### src/lzsd_pkg.sv
// ----------------------------------------------------------------------------
// lzsd_pkg
// Shared types and constants for the LZSS stream decoder.
// ----------------------------------------------------------------------------
package lzsd_pkg;

	localparam int WINDOW_DEPTH_DEF = 4096;
	localparam int COUNT_BITS_DEF   = 24;
	localparam int SIZE_W           = 24;
	localparam int OFF_W            = 12;
	localparam int LEN_W            = 4;
	localparam int REM_W            = 5;
	localparam int MIN_MATCH        = 3;
	localparam int CMD_DEPTH        = 4;

	typedef enum logic [1:0] {
		PH_FLAG,
		PH_TOK,
		PH_HI
	} phase_t;

	typedef enum logic [2:0] {
		ST_OK    = 3'd0,
		ST_TRUNC = 3'd1,
		ST_DIST  = 3'd2,
		ST_OVER  = 3'd3,
		ST_TRAIL = 3'd4
	} status_t;

	typedef enum logic [1:0] {
		CMD_LIT,
		CMD_COPY,
		CMD_STAT
	} cmd_op_t;

	typedef enum logic {
		B_IDLE,
		B_COPY
	} back_state_t;

	typedef struct packed {
		cmd_op_t          op;
		logic [7:0]       data;
		logic [OFF_W-1:0] off;
		logic [LEN_W-1:0] len;
		logic             fin;
		status_t          status;
	} cmd_t;

	typedef struct packed {
		logic full;
		logic empty;
	} q_stat_t;

endpackage

### src/lzsd_cmd_fifo.sv
// ----------------------------------------------------------------------------
// lzsd_cmd_fifo
// Small command queue between the token parser and the output engine.
// ----------------------------------------------------------------------------
module lzsd_cmd_fifo (
	input  logic              clk,
	input  logic              arst_n,
	input  logic              push,
	input  lzsd_pkg::cmd_t    push_cmd,
	input  logic              pop,
	output lzsd_pkg::cmd_t    head,
	output lzsd_pkg::q_stat_t qs
);
	import lzsd_pkg::*;

	localparam int PW = $clog2(CMD_DEPTH);

	cmd_t        mem_q [CMD_DEPTH];
	logic [PW-1:0] wp_q;
	logic [PW-1:0] rp_q;
	logic [PW:0]   cnt_q;

	always_ff @(posedge clk) begin
		if (push) begin
			mem_q[wp_q] <= push_cmd;
		end
	end

	always_ff @(posedge clk or negedge arst_n) begin
		if (!arst_n) begin
			wp_q  <= '0;
			rp_q  <= '0;
			cnt_q <= '0;
		end else begin
			if (push) begin
				wp_q <= wp_q + PW'(1);
			end
			if (pop) begin
				rp_q <= rp_q + PW'(1);
			end
			cnt_q <= cnt_q + (PW+1)'(push) - (PW+1)'(pop);
		end
	end

	assign head     = mem_q[rp_q];
	assign qs.full  = (cnt_q == (PW+1)'(CMD_DEPTH));
	assign qs.empty = (cnt_q == '0);

endmodule

### config.mk
export PLATFORM = sky130hd
export DESIGN_NAME = lzsd_cmd_fifo
export DESIGN_NICKNAME = d
export VERILOG_FILES = /design/src/lzsd_pkg.sv /design/src/lzsd_cmd_fifo.sv
export SDC_FILE = /design/constraint.sdc
export NUM_CORES = 1
export LEC_CHECK = 0
export ABC_CLOCK_PERIOD_IN_PS = 4000
export BUFFER_PORTS_ARGS = -buffer_cell sky130_fd_sc_hd__clkbuf_2
export CAP_MARGIN = 30
export CORE_MARGIN = 8
export CORE_UTILIZATION = 55
export DETAILED_ROUTE_END_ITERATION = 12
export PLACE_DENSITY = 0.86
export SLEW_MARGIN = 20
export SYNTH_ARGS = -nofsm -noshare
export SYNTH_HDL_FRONTEND = slang
export SYNTH_SLANG_ARGS = --single-unit
### constraint.sdc
create_clock -name clk -period 4 [get_ports clk]
set_clock_uncertainty 0.05 [all_clocks]
set_input_delay 0.4 -clock clk [delete_from_list [all_inputs] [get_ports clk]]
set_output_delay 0.4 -clock clk [all_outputs]
set_load 0.1 [all_outputs]
== Word-level counts from Yosys, hierarchy flattened ==
Memory sizes are Yosys's and may differ from the RTL's.
Index checks and enable logic that the tools add are counted.
W data, S select, Z words.
Cells by class
  $add $sub $neg: 4
  equality and inequality tests: 1
  multiplexer cells: 2
  reductions and logical operators: 1
Operator list (number)
  $add A2 B1 Y2 const B: 2
  $add A3 B1 Y3: 1
  $eq A3 B3 Y1 const B: 1
  $logic_not A3 Y1: 1
  $sub A3 B1 Y3: 1
  $mux W1: 2
Word-level totals
  register bits after elaboration: 7
  RAM bits: 120
  bits of input ports: 34
  word-level logic and storage cells: 12
  memories kept: 1
Memories
  mem_q: words 4, bits a word 30, rd ports 1, clocked after memory_dff 0, wr ports 1, RTL line lzsd_cmd_fifo.sv:18  | cmd_t mem_q [CMD_DEPTH];

== Depth between registers and ports, before layout ==
  word-level depth: 2
  gate-level depth with buffers: 7

== Worst setup path before layout ==
No wires, ideal clock.
  path kind: reg-to-output
  from: reg cnt_q[2]
  to: out qs[0] (netlist name)
  arrival time: 2.454 ns
  data required time: 3.550 ns
  path slack: 1.096 ns
  stages on the path, launching flop included: 2
  buffers on the path: 0
  cells stage by stage: dfrtp_1 -> nor3_1
RTL lines
  from (decl): RTL line lzsd_cmd_fifo.sv:21  | logic [PW:0] cnt_q;
  from (signal assigned): RTL line lzsd_cmd_fifo.sv:41  | cnt_q <= cnt_q + (PW+1)'(push) - (PW+1)'(pop);
  to (decl): RTL line lzsd_cmd_fifo.sv:12  | output lzsd_pkg::q_stat_t qs

==> run_results.csv <==
group,metric,value,unit
logic_synthesis,synthCells,191,
logic_synthesis,synth_flop_cell,"edfxtp_1",
status,status,"finished clean",
setup_path,crit_path_max_fanout,23,
finish,area_growth_syn_to_layout,21.1,%
clock_tree,clk_latency,500,ps
clock_tree,worst_setup_hold_path_clk_slew,60,ps
clock_tree,cts_buffer_depth,2,
timing,period_minus_slack,3030,ps
logic_synthesis,yosysTopAreaCellShare,75.7,%
setup_path,startpoint_type,"flip-flop",
setup_path,cp-end-kind,"output port",
clock_tree,cts_resized,0,
timing,grt_setup_unrepaired,"false",
logic_synthesis,synth-edff-count,120,
placed_design,gp_congestion,0.654,
flow_run,cap_violations,0,
logic_synthesis,ys_types,17,
finish,multi_input_area,876,sq um
logic_synthesis,yosys_warnings,0,
floorplanning,start_util,55.6,%
finish,fillers,549,
routing,drtIter0Drc,85,
routing,antenna_left,0,
floorplanning,io_pins,66,
finish,regArea,3780,sq um
clock_tree,postCtsSetupBuffers,0,
grt,grt-ovfl-total,0,
logic_synthesis,syn-num-nets,232,
setup_path,worst_ep_required_time,3550,ps
timing,finalCritPeriodShare,75.8,%
timing,fmax,330,MHz
floorplanning,die_x,109,microns
floorplanning,die_h,109,microns
placed_design,pre_cts_slack,1430,ps
timing,fin_tns_setup,0,ps
clock_tree,clockRootBuffer,"clkbuf_8",
clock_tree,numCtsBuffers,17,
routing,drt-pass1-iter-count,5,
routing,num_vias,2149,
setup_path,cp.arrival,2580,ps
clock_tree,cts-hold-fix-buffers,1,
routing,wl_per_cell,20.6,microns
routing,wl,8090,microns
placed_design,numPortBuffers,65,
clock_tree,htree_levels,4,
floorplanning,rows,34,
timing,setup_viol_count_final,0,
setup_path,crit_path_max_incr_delay,870,ps
logic_synthesis,syn_area_per_cell,24.9,sq um
logic_synthesis,synth_top_family_by_area,"multiplexers",
logic_synthesis,synth_area,4760,sq um
timing,final_hold_viol_count,0,
logic_synthesis,synthTopCellsByCount,"120 x edfxtp_1, 28 x mux4_2, 7 x dfrtp_1",
grt,grt_pass1_vias,2364,
setup_path,critical_path_class,"flip-flop to output port",
logic_synthesis,synthSimpleGateAreaFrac,0.920,%
finish,fin_area,5760,sq um
logic_synthesis,synthMuxAreaShare,14.4,%
logic_synthesis,synth-xor-area-share,0.920,%
logic_synthesis,yosysSeqAreaShare,79.4,%
timing,worst-slew-pin-transition,848,ps
timing,fin_hold_ws,63.8,ps
logic_synthesis,synth_fa_ha_area_share,2.00,%
grt,gr-usage-all-layers,14.6,%
clock_tree,cts_tree,"built",
min_path,holdPathStages,1,
logic_synthesis,synth_compound_area_share,0.105,%
finish,diodes,0,
finish,layout-drive-gt1-share,45.4,%
routing,vias_per_cell,5.48,
logic_synthesis,yosysTopAreaCell,"edfxtp_1",
grt,grt_pass1_wl,12400,microns
logic_synthesis,synth_area_leaders,"edfxtp_1 76%, mux4_2 13%, dfrtp_1 3.7%",
grt,antenna_found_initial,0,
timing,slew_headroom,43.5,%
timing,slew_violations,0,
logic_synthesis,yosysMostFrequentCell,"edfxtp_1",
routing,drc,0,
placed_design,place_area,5160,sq um
floorplanning,die-area,11900,sq um
timing,setup_ws,967,ps
logic_synthesis,async_flop_share,5.51,%
finish,nNetsFinal,313,
placed_design,dp_hpwl,4990,microns
min_path,hold_path_class,"input port to flip-flop",
setup_path,crit_chain,"buf_4, mux4_2, clkbuf_2",
clock_tree,clock-sinks,127,
grt,grt_max_degree,31,
setup_path,reg2reg_depth,3,
floorplanning,core,8550,sq um
setup_path,cpMaxStageDelayCell,"dfrtp_2",
logic_synthesis,ys_seq_elements,127,
cells by family (layout without fill, tap and decap cells):
family                     count (synthesis)  count (layout)
buffers and inverters                     13             106
muxes                                     30              30
adders and majority gates                  7               7
DFF                                      127             127
and+or+nand+nor                            8               8
xor gates and xnor gates                   5               5
AOI/OAI and AO/OA                          1               1
worst max-delay path, delay by kind of cell (launching register included):
kind	cells	cell delay, ps
mux	1	520
buf+inv	2	690
flops	1	870
per-stage QoR:
stage	std cells	util, %
after floorplan	191	-
after global placement	360	60.4
after detailed placement	360	60.4
after CTS	392	67.4
after global routing	392	67.4
final	392	67.4
final timing paths:
kind | to | from | slack, ps
max | head[24] | rp_q[0] | 970
min | mem_q[3][9] | push_cmd[9] | 60
max reg2reg | mem_q[0][15] | wp_q[0] | 2180
min reg2reg | wp_q[0] | wp_q[0] | 510
max in group asynchronous | rp_q[0] | arst_n | 3510
min in group asynchronous | cnt_q[0] | arst_n | 210
sequential cells by signal, summed over array words and instances (netlist names):
register  cells
mem_q       120
wp_q          2
rp_q          2
cnt_q         3
final cells by class:
| type | count | area share (%) |
|---|---|---|
| clock buffers | 18 | 7.25 |
| clock inverters | 13 | 2.98 |
| well taps | 108 | 2.35 |
| repair buffers | 69 | 6.21 |
| multi-input cells | 51 | 15.2 |
| inverters | 6 | 0.391 |
| flip-flops and latches | 127 | 65.6 |
metal layers:
layer	wire (microns)	GRT usage [%]
met3	506	6.32
met5	0	0
met4	77	5.28
met1	2990	15.5
met2	4520	25.5
placed cells by master (no fill, tap or decap):
| master | Yosys | layout |
|---|---|---|
| nor3_1 | 1 | 1 |
| clkinv_1 | 0 | 2 |
| fa_1 | 1 | 1 |
| clkinv_2 | 0 | 4 |
| clkbuf_16 | 0 | 16 |
| nand2_1 | 2 | 2 |
| xor2_1 | 2 | 2 |
| bufinv_16 | 0 | 4 |
| and2_2 | 0 | 4 |
| mux4_2 | 28 | 28 |
| o21ai_0 | 1 | 1 |
| edfxtp_1 | 120 | 120 |
| ha_1 | 6 | 6 |
| dlygate4sd3_1 | 0 | 1 |
| inv_1 | 6 | 6 |
| xnor2_1 | 3 | 3 |
| clkinvlp_4 | 0 | 2 |
| clkbuf_8 | 0 | 1 |
| dfrtp_1 | 7 | 6 |
| dfrtp_2 | 0 | 1 |
| buf_4 | 0 | 3 |
| and3_1 | 1 | 1 |
| clkinv_4 | 0 | 1 |
| clkbuf_2 | 0 | 65 |
| clkbuf_1 | 0 | 1 |
| mux4_1 | 2 | 2 |
Power is not shown: default switching activity piles up to over one toggle a cycle in this logic, so the estimate is an artifact.
