File: src/lzsd_pkg.sv
// ----------------------------------------------------------------------------
// lzsd_pkg
// Shared types and constants for the LZSS stream decoder.
// ----------------------------------------------------------------------------
package lzsd_pkg;

	localparam int WINDOW_DEPTH_DEF = 4096;
	localparam int COUNT_BITS_DEF   = 24;
	localparam int SIZE_W           = 24;
	localparam int OFF_W            = 12;
	localparam int LEN_W            = 4;
	localparam int REM_W            = 5;
	localparam int MIN_MATCH        = 3;
	localparam int CMD_DEPTH        = 4;

	typedef enum logic [1:0] {
		PH_FLAG,
		PH_TOK,
		PH_HI
	} phase_t;

	typedef enum logic [2:0] {
		ST_OK    = 3'd0,
		ST_TRUNC = 3'd1,
		ST_DIST  = 3'd2,
		ST_OVER  = 3'd3,
		ST_TRAIL = 3'd4
	} status_t;

	typedef enum logic [1:0] {
		CMD_LIT,
		CMD_COPY,
		CMD_STAT
	} cmd_op_t;

	typedef enum logic {
		B_IDLE,
		B_COPY
	} back_state_t;

	typedef struct packed {
		cmd_op_t          op;
		logic [7:0]       data;
		logic [OFF_W-1:0] off;
		logic [LEN_W-1:0] len;
		logic             fin;
		status_t          status;
	} cmd_t;

	typedef struct packed {
		logic full;
		logic empty;
	} q_stat_t;

endpackage

File: src/lzsd_front.sv
// ----------------------------------------------------------------------------
// lzsd_front
// Input side: flag/token parsing, size and distance checks, error swallowing.
// ----------------------------------------------------------------------------
module lzsd_front #(
	parameter int COUNT_BITS = lzsd_pkg::COUNT_BITS_DEF
) (
	input  logic                      clk,
	input  logic                      arst_n,
	input  logic                      cfg_wr_en,
	input  logic [lzsd_pkg::SIZE_W-1:0] cfg_wr_data,
	input  logic                      in_valid,
	output logic                      in_ready,
	input  logic [7:0]                in_byte,
	input  logic                      in_last,
	output logic                      push,
	output lzsd_pkg::cmd_t            cmd,
	input  lzsd_pkg::q_stat_t         qs
);
	import lzsd_pkg::*;

	localparam int XW = 33;

	logic [SIZE_W-1:0]     size_q;
	logic [COUNT_BITS-1:0] cnt_q, cnt_d;
	phase_t                phase_q, phase_d;
	logic [7:0]            flag_q, flag_d;
	logic [2:0]            bit_q, bit_d;
	logic [7:0]            tok_q, tok_d;
	logic                  swallow_q, swallow_d;

	logic [XW-1:0] max_x, size_x, lim_x, cnt_x, dist_x, len_x, sum_x, lit_x, new_x;
	logic          acc, grew, err, fin;

	assign in_ready = !qs.full;
	assign acc      = in_valid && in_ready;

	assign max_x  = (XW'(1) << COUNT_BITS) - XW'(1);
	assign size_x = XW'(size_q);
	assign lim_x  = (size_x > max_x) ? max_x : size_x;
	assign cnt_x  = XW'(cnt_q);
	assign dist_x = XW'({in_byte[3:0], tok_q}) + XW'(1);
	assign len_x  = XW'(in_byte[7:4]) + XW'(MIN_MATCH);
	assign sum_x  = cnt_x + len_x;
	assign lit_x  = cnt_x + XW'(1);

	always_comb begin
		cnt_d     = cnt_q;
		phase_d   = phase_q;
		flag_d    = flag_q;
		bit_d     = bit_q;
		tok_d     = tok_q;
		swallow_d = swallow_q;
		push      = 1'b0;
		grew      = 1'b0;
		err       = 1'b0;
		fin       = 1'b0;
		new_x     = cnt_x;
		cmd.op     = CMD_STAT;
		cmd.data   = '0;
		cmd.off    = {in_byte[3:0], tok_q};
		cmd.len    = in_byte[7:4];
		cmd.fin    = 1'b0;
		cmd.status = ST_OK;
		if (acc) begin
			if (swallow_q) begin
				if (in_last) begin
					swallow_d = 1'b0;
					cnt_d     = '0;
					phase_d   = PH_FLAG;
				end
			end else if (cnt_x >= lim_x) begin
				push       = 1'b1;
				cmd.fin    = 1'b1;
				cmd.status = ST_TRAIL;
				fin        = 1'b1;
			end else begin
				case (phase_q)
					PH_FLAG: begin
						flag_d  = in_byte;
						bit_d   = '0;
						phase_d = PH_TOK;
					end
					PH_TOK: begin
						if (flag_q[bit_q]) begin
							tok_d   = in_byte;
							phase_d = PH_HI;
						end else begin
							push     = 1'b1;
							cmd.op   = CMD_LIT;
							cmd.data = in_byte;
							cnt_d    = COUNT_BITS'(lit_x);
							new_x    = lit_x;
							grew     = 1'b1;
							bit_d    = bit_q + 3'd1;
							phase_d  = (bit_q == 3'd7) ? PH_FLAG : PH_TOK;
						end
					end
					PH_HI: begin
						if (dist_x > cnt_x) begin
							push       = 1'b1;
							cmd.fin    = 1'b1;
							cmd.status = ST_DIST;
							fin        = 1'b1;
							err        = 1'b1;
						end else if (sum_x > lim_x) begin
							push       = 1'b1;
							cmd.fin    = 1'b1;
							cmd.status = ST_OVER;
							fin        = 1'b1;
							err        = 1'b1;
						end else begin
							push    = 1'b1;
							cmd.op  = CMD_COPY;
							cnt_d   = COUNT_BITS'(sum_x);
							new_x   = sum_x;
							grew    = 1'b1;
							bit_d   = bit_q + 3'd1;
							phase_d = (bit_q == 3'd7) ? PH_FLAG : PH_TOK;
						end
					end
					default: begin
						phase_d = PH_FLAG;
					end
				endcase
				if (!err) begin
					if (grew && new_x >= lim_x) begin
						cmd.fin    = 1'b1;
						cmd.status = in_last ? ST_OK : ST_TRAIL;
						fin        = 1'b1;
					end else if (in_last) begin
						push       = 1'b1;
						cmd.fin    = 1'b1;
						cmd.status = ST_TRUNC;
						fin        = 1'b1;
					end
				end
			end
			if (fin) begin
				if (in_last) begin
					swallow_d = 1'b0;
					cnt_d     = '0;
					phase_d   = PH_FLAG;
				end else begin
					swallow_d = 1'b1;
				end
			end
		end
	end

	always_ff @(posedge clk or negedge arst_n) begin
		if (!arst_n) begin
			size_q    <= SIZE_W'(1);
			cnt_q     <= '0;
			phase_q   <= PH_FLAG;
			flag_q    <= '0;
			bit_q     <= '0;
			tok_q     <= '0;
			swallow_q <= 1'b0;
		end else begin
			if (cfg_wr_en) begin
				size_q <= cfg_wr_data;
			end
			cnt_q     <= cnt_d;
			phase_q   <= phase_d;
			flag_q    <= flag_d;
			bit_q     <= bit_d;
			tok_q     <= tok_d;
			swallow_q <= swallow_d;
		end
	end

	// block always closes with a result on a live last byte
	a_last_ends: assert property (@(posedge clk) disable iff (!arst_n)
		acc && !swallow_q && in_last |-> push && cmd.fin)
		else $error("last byte did not close block");

	a_swallow_quiet: assert property (@(posedge clk) disable iff (!arst_n)
		swallow_q |-> !push)
		else $error("command pushed while swallowing");

endmodule

File: config.mk
export PLATFORM = sky130hd
export DESIGN_NAME = lzsd_front
export DESIGN_NICKNAME = d
export VERILOG_FILES = /design/src/lzsd_pkg.sv /design/src/lzsd_front.sv
export SDC_FILE = /design/constraint.sdc
export NUM_CORES = 1
export LEC_CHECK = 0
export ABC_AREA = 1
export ABC_CLOCK_PERIOD_IN_PS = 7810
export BUFFER_PORTS_ARGS = -buffer_cell sky130_fd_sc_hd__buf_4
export CAP_MARGIN = 20
export CORE_ASPECT_RATIO = 0.9
export CORE_MARGIN = 3
export CORE_UTILIZATION = 40
export DETAILED_ROUTE_END_ITERATION = 8
export PLACE_DENSITY = 0.63
export SKIP_CTS_REPAIR_TIMING = 1
export SYNTH_ARGS = -nofsm -noshare
export SYNTH_HDL_FRONTEND = slang
export SYNTH_SLANG_ARGS = --single-unit
export TNS_END_PERCENT = 1
File: constraint.sdc
create_clock -name clk -period 7.81 [get_ports clk]
set_input_delay 1.562 -clock clk [delete_from_list [all_inputs] [get_ports clk]]
set_output_delay 1.562 -clock clk [all_outputs]
set_load 0.01 [all_outputs]
### Word-level counts from Yosys, hierarchy flattened

Index checks and enable logic that the tools add are counted.

| cells by class | value |
|---|---|
| reduce and logical (&&, ||, !) cells | 8 |
| $add $sub $neg | 5 |
| bitwise logic cells | 2 |
| magnitude comparators | 6 |
| equality and inequality tests | 6 |
| mux-type cells | 80 |

Operators with widths:

| cell | number |
|---|---|
| $mux W24 | 9 |
| $mux W33 | 3 |
| $mux W25 | 3 |
| $pmux W25 S2 | 1 |
| $pmux W24 S2 | 1 |
| $mux W10 | 4 |
| $mux W4 | 9 |
| $ge A33 B24 Y1 | 1 |
| $mux W1 | 29 |
| $add A24 B1 Y25 const B | 1 |
| $add A24 B5 Y25 | 1 |
| $gt A25 B24 Y1 | 1 |
| $ge A24 B24 Y1 | 1 |
| $gt A13 B24 Y1 | 1 |
| $gt A24 B24 Y1 const B | 1 |
| $mux W2 | 10 |
| $add A12 B1 Y13 const B | 1 |
| $mux W3 | 4 |
| $pmux W3 S3 | 1 |
| $mux W8 | 1 |
| $reduce_and A7 Y1 | 1 |
| $ne A2 B2 Y1 const B | 3 |
| $pmux W2 S3 | 1 |
| $add A4 B2 Y5 const B | 1 |
| other kinds (15) | 18 |

| word-level totals | value |
|---|---|
| bits of input ports | 39 |
| register bits | 70 |
| output and inout port bits | 32 |

### Depth between registers and ports, before layout

| depth | value |
|---|---|
| word-level depth | 17 |
| mapped depth | 44 |

### Worst setup path before layout

OpenSTA, ideal clock, no wires.

| timing path | value |
|---|---|
| path kind | input-to-output |
| start | input in_byte[5] |
| end | output cmd[0] in the netlist's numbering |
| slack | -0.138 ns |
| stages | 39 |
| data required time | 6.248 ns |
| data arrival time | 6.386 ns |
| path buffers | 1 |
| cell sequence | inv_1 ha_1 inv_1 ha_1 inv_1 fa_1 o21ai_1 nand2_1 nor2_1 nand2_1 xor2_1 inv_1 ha_1 nand2_1 inv_1 nand4_1 nor4_1 nand4_1 [... 3 more ...] nand2_4 buf_6 nand2_1 nand2_1 ha_1 nand2_1 inv_1 o21ai_0 nand2_1 a21oi_1 nand2_1 o21bai_1 nand2_1 nand2_1 a21boi_0 o21ai_1 nand2_1 a21oi_1 |

RTL lines:

| element | line | text |
|---|---|---|
| from (decl) | lzsd_front.sv:14 | `input logic [7:0] in_byte,` |
| to (decl) | lzsd_front.sv:17 | `output lzsd_pkg::cmd_t cmd,` |

==> flow_metrics.env <==
export IMPL_status="finished, violations left"
export IMPL_violations="negative setup slack"
export IMPL_max_freq_ghz=0.1162
export IMPL_cts_sinks=70
export IMPL_p_leak_nw=5.436
export IMPL_grt_use_total_pct=24.53
export IMPL_async_reset_ff_share_pct=100.0
export IMPL_detail_route_antenna_nets=0
export IMPL_peakVddDrop_v=0.0001800
export IMPL_drv_slew=0
export IMPL_die_area_mm2=0.02175
export IMPL_drc=0
export IMPL_fin_ws_ns=-0.7941
export IMPL_hpwl_mm=20.13
export IMPL_path_class="input pin to output pin"
export IMPL_wl_mm=26.68
export IMPL_grt_pass1_wl_mm=42.64
export IMPL_core_area_mm2=0.01940
export IMPL_rows=48
export IMPL_ff2ff_path_depth=37
export IMPL_setup_viol=3
export IMPL_cts_buffers_inserted=9
export IMPL_post_route_period_util_pct=110.2
export IMPL_vias_per_cell=5.234
export IMPL_clockBufferDepth=2
export IMPL_dp_cells=1607
export IMPL_netlist_area_mm2=0.008006
export IMPL_multiInputGateArea_mm2=0.005657
export IMPL_total_power_w=0.003587
export IMPL_clock_latency_ns=0.36
export IMPL_clk_pin_slew_ns=0.06
export IMPL_yosysUniqueCellTypes=48
export IMPL_fin_nets=1521
export IMPL_hold_start="flag_q[6]"
export IMPL_grt_pass1_vias=8056
export IMPL_port_buffers=69
export IMPL_start_util_pct=41.27
export IMPL_ios=71
export IMPL_ctsRootBufferMaster="clkbuf_16"
export IMPL_fillerInstances=1948
export IMPL_routabilityCongestion=0.9992
export IMPL_cp_start_kind="input pin"
export IMPL_place_ws_ns=-1.012
export IMPL_hold_slack_ns=0.4850
export IMPL_fin_crit_ns=8.604
export IMPL_fin_worst_skew_ns=0.008054
export IMPL_antenna_found_initial=0
export IMPL_synth_flop_cell="dfrtp_1"
export IMPL_r2r_slack_ns=2.04
export IMPL_die_h_um=140.2
export IMPL_holdPathEnd="flag_q[6]"
export IMPL_critPathSlowestCell="fa_2"
export IMPL_crit_top_cell="nand2_1"
export IMPL_drive_above_1_share_pct=19.28
export IMPL_syn_num_nets=1406
export IMPL_arrival_ns=7.04
export IMPL_drt_initial_drc_count=669
export IMPL_seqCellArea_mm2=0.001753
export IMPL_cts_tree="done"
export IMPL_grt_max_degree=71
export IMPL_wire_per_inst_um=16.32
export IMPL_worst_pin_slew_ns=0.9386
export IMPL_p_per_area_mw_per_mm2=361.4
export IMPL_syn_to_final_growth_pct=23.96
export IMPL_slew_headroom_pct=37.04
export IMPL_final_cell_count_no_fill=1635
export IMPL_worst_setup_path_end_kind="output pin"
export IMPL_overflow=0
export IMPL_r2r_end="swallow_q"
export IMPL_avgSynthCellArea_um2=6.329
export IMPL_vias=8557
export IMPL_syn_inst=1265
export IMPL_ys_seq_elements=70
export IMPL_hold_path_class="register to register"
export IMPL_yosysWarnings=0
export IMPL_synth_edf_count=0
export IMPL_postLayoutCoreUtil_pct=51.16
export IMPL_cpPeakStageDelay_ns=0.41
export IMPL_rsz0062_at_grt="true"
export IMPL_die_x_um=155.1
export IMPL_worstPathMaxFanout=6
export IMPL_worstHoldPathCells=2
export IMPL_ys_seq_area_share_pct=21.89
export IMPL_rr_startpoint="cnt_q[1]"
export IMPL_cap_viol_max_count=0
export IMPL_antenna_cells=0
export IMPL_finalHoldViolCount=0
export IMPL_drtPass1Iterations=6
export IMPL_worstPathRequired_ns=6.25
export IMPL_cts_htree_levels=3
[per-layer routing]
layer	GRT usage [%]	wire, um
met3	3.058	1778
met2	37.66	11870
met1	36.34	12550
met4	6.506	475
met5	0	0
[sequential cells by signal, indices dropped and copies added, names as in the netlist]
name,flops
bit_q,3
cnt_q,24
flag_q,8
phase_q,2
size_q,24
swallow_q,1
tok_q,8
[worst max-delay path, delay by kind of cell]
| family | cells | cell delay, ns |
|---|---|---|
| buffers and inverters | 11 | 1.13 |
| AOI/OAI and AO/OA | 5 | 0.77 |
| xor gates and xnor gates | 1 | 0.13 |
| and+or+nand+nor | 17 | 2.09 |
| adders and majority gates | 5 | 1.32 |
[synthesized netlist by cell type (2+ instances only)]
library cell,number,area share [%]
nand2_1,451,21
inv_1,159,7.5
ha_1,101,16
o21ai_0,78,4.9
a21oi_1,72,4.5
dfrtp_1,69,22
nand3_1,66,4.1
nor2_1,61,2.9
xor2_1,32,3.5
clkbuf_1,27,1.3
nand4_1,19,1.5
buf_2,17,1.1
nor3_1,14,0.88
nor4_1,13,1.0
buf_4,10,0.94
nand2_2,10,0.78
o21ai_1,10,0.63
nand2_4,5,0.70
o211ai_1,5,0.47
a21boi_0,4,0.38
a21o_1,3,0.28
buf_6,3,0.42
a211oi_1,2,0.19
and2_1,2,0.16
clkinv_1,2,0.094
inv_2,2,0.094
nand3b_1,2,0.19
nand4_2,2,0.31
nor2_2,2,0.16
nor2_4,2,0.28
o21bai_1,2,0.19
o31ai_1,2,0.19
[report_power, final]
| group | internal [W] | total, W | leakage (nW) | switching (W) |
|---|---|---|---|---|
| registers | 0.000473 | 0.000662 | 0.903 | 0.000189 |
| logic | 0.000953 | 0.00245 | 4.37 | 0.00150 |
| clock network | 0.000291 | 0.000472 | 0.159 | 0.000181 |
| total | 0.00172 | 0.00359 | 5.44 | 0.00187 |
[cell usage in the layout, fill, tap and decap left out, drive strengths merged, types with 2 or more instances in the layout]
cell type    n
o21bai       2
buf        161
clkbuf      10
xor2        32
nor2        65
clkinv       4
nand4       21
and2         2
inv        163
ha         101
nand2      467
nor4        14
a21oi       73
a21o         3
o21ai       88
nand3b       2
nand3       67
a21boi       4
nor3        14
a211oi       2
o211ai       5
dfrtp       69
o31ai        2
bufinv       2
[kinds of logic after synthesis]
group | after synthesis | synth area share [%]
xor gates and xnor gates | 33 | 3.610
DFF | 70 | 21.89
AOI/OAI and AO/OA | 182 | 12.10
adders and majority gates | 102 | 16.03
and+or+nand+nor | 655 | 34.79
muxes | 1 | 0.1406
buffers and inverters | 222 | 11.44
[final cells by class]
cell class,instances,area share (%)
clock buffers,10,2.408
clock inverters,6,0.9455
inverters,163,6.291
multi-input cells,974,57.00
flip-flops and latches,70,17.66
well taps,250,3.152
repair buffers,161,12.48
repair inverters,1,0.06304
[worst max-delay path by stage]
stage,startpoint,end,cells after the start
after floorplan,in_byte[5],cmd[0],39
after global placement,in_byte[5],cmd[0],41
after detailed placement,in_byte[5],cmd[0],41
after CTS,in_byte[5],cmd[0],41
after global routing,in_byte[5],cmd[2],37
final,in_byte[5],cmd[2],39
[metrics by stage]
stage,instance area (um2),TNS [ns]
2_1_floorplan,8016,0
3_3_place_gp,9163,-2.754
3_5_place_dp,9163,-2.881
4_1_cts,9495,-2.935
5_1_grt,9925,-3.346
6_report,9925,-2.318
Power figures use the tool's default switching activity.
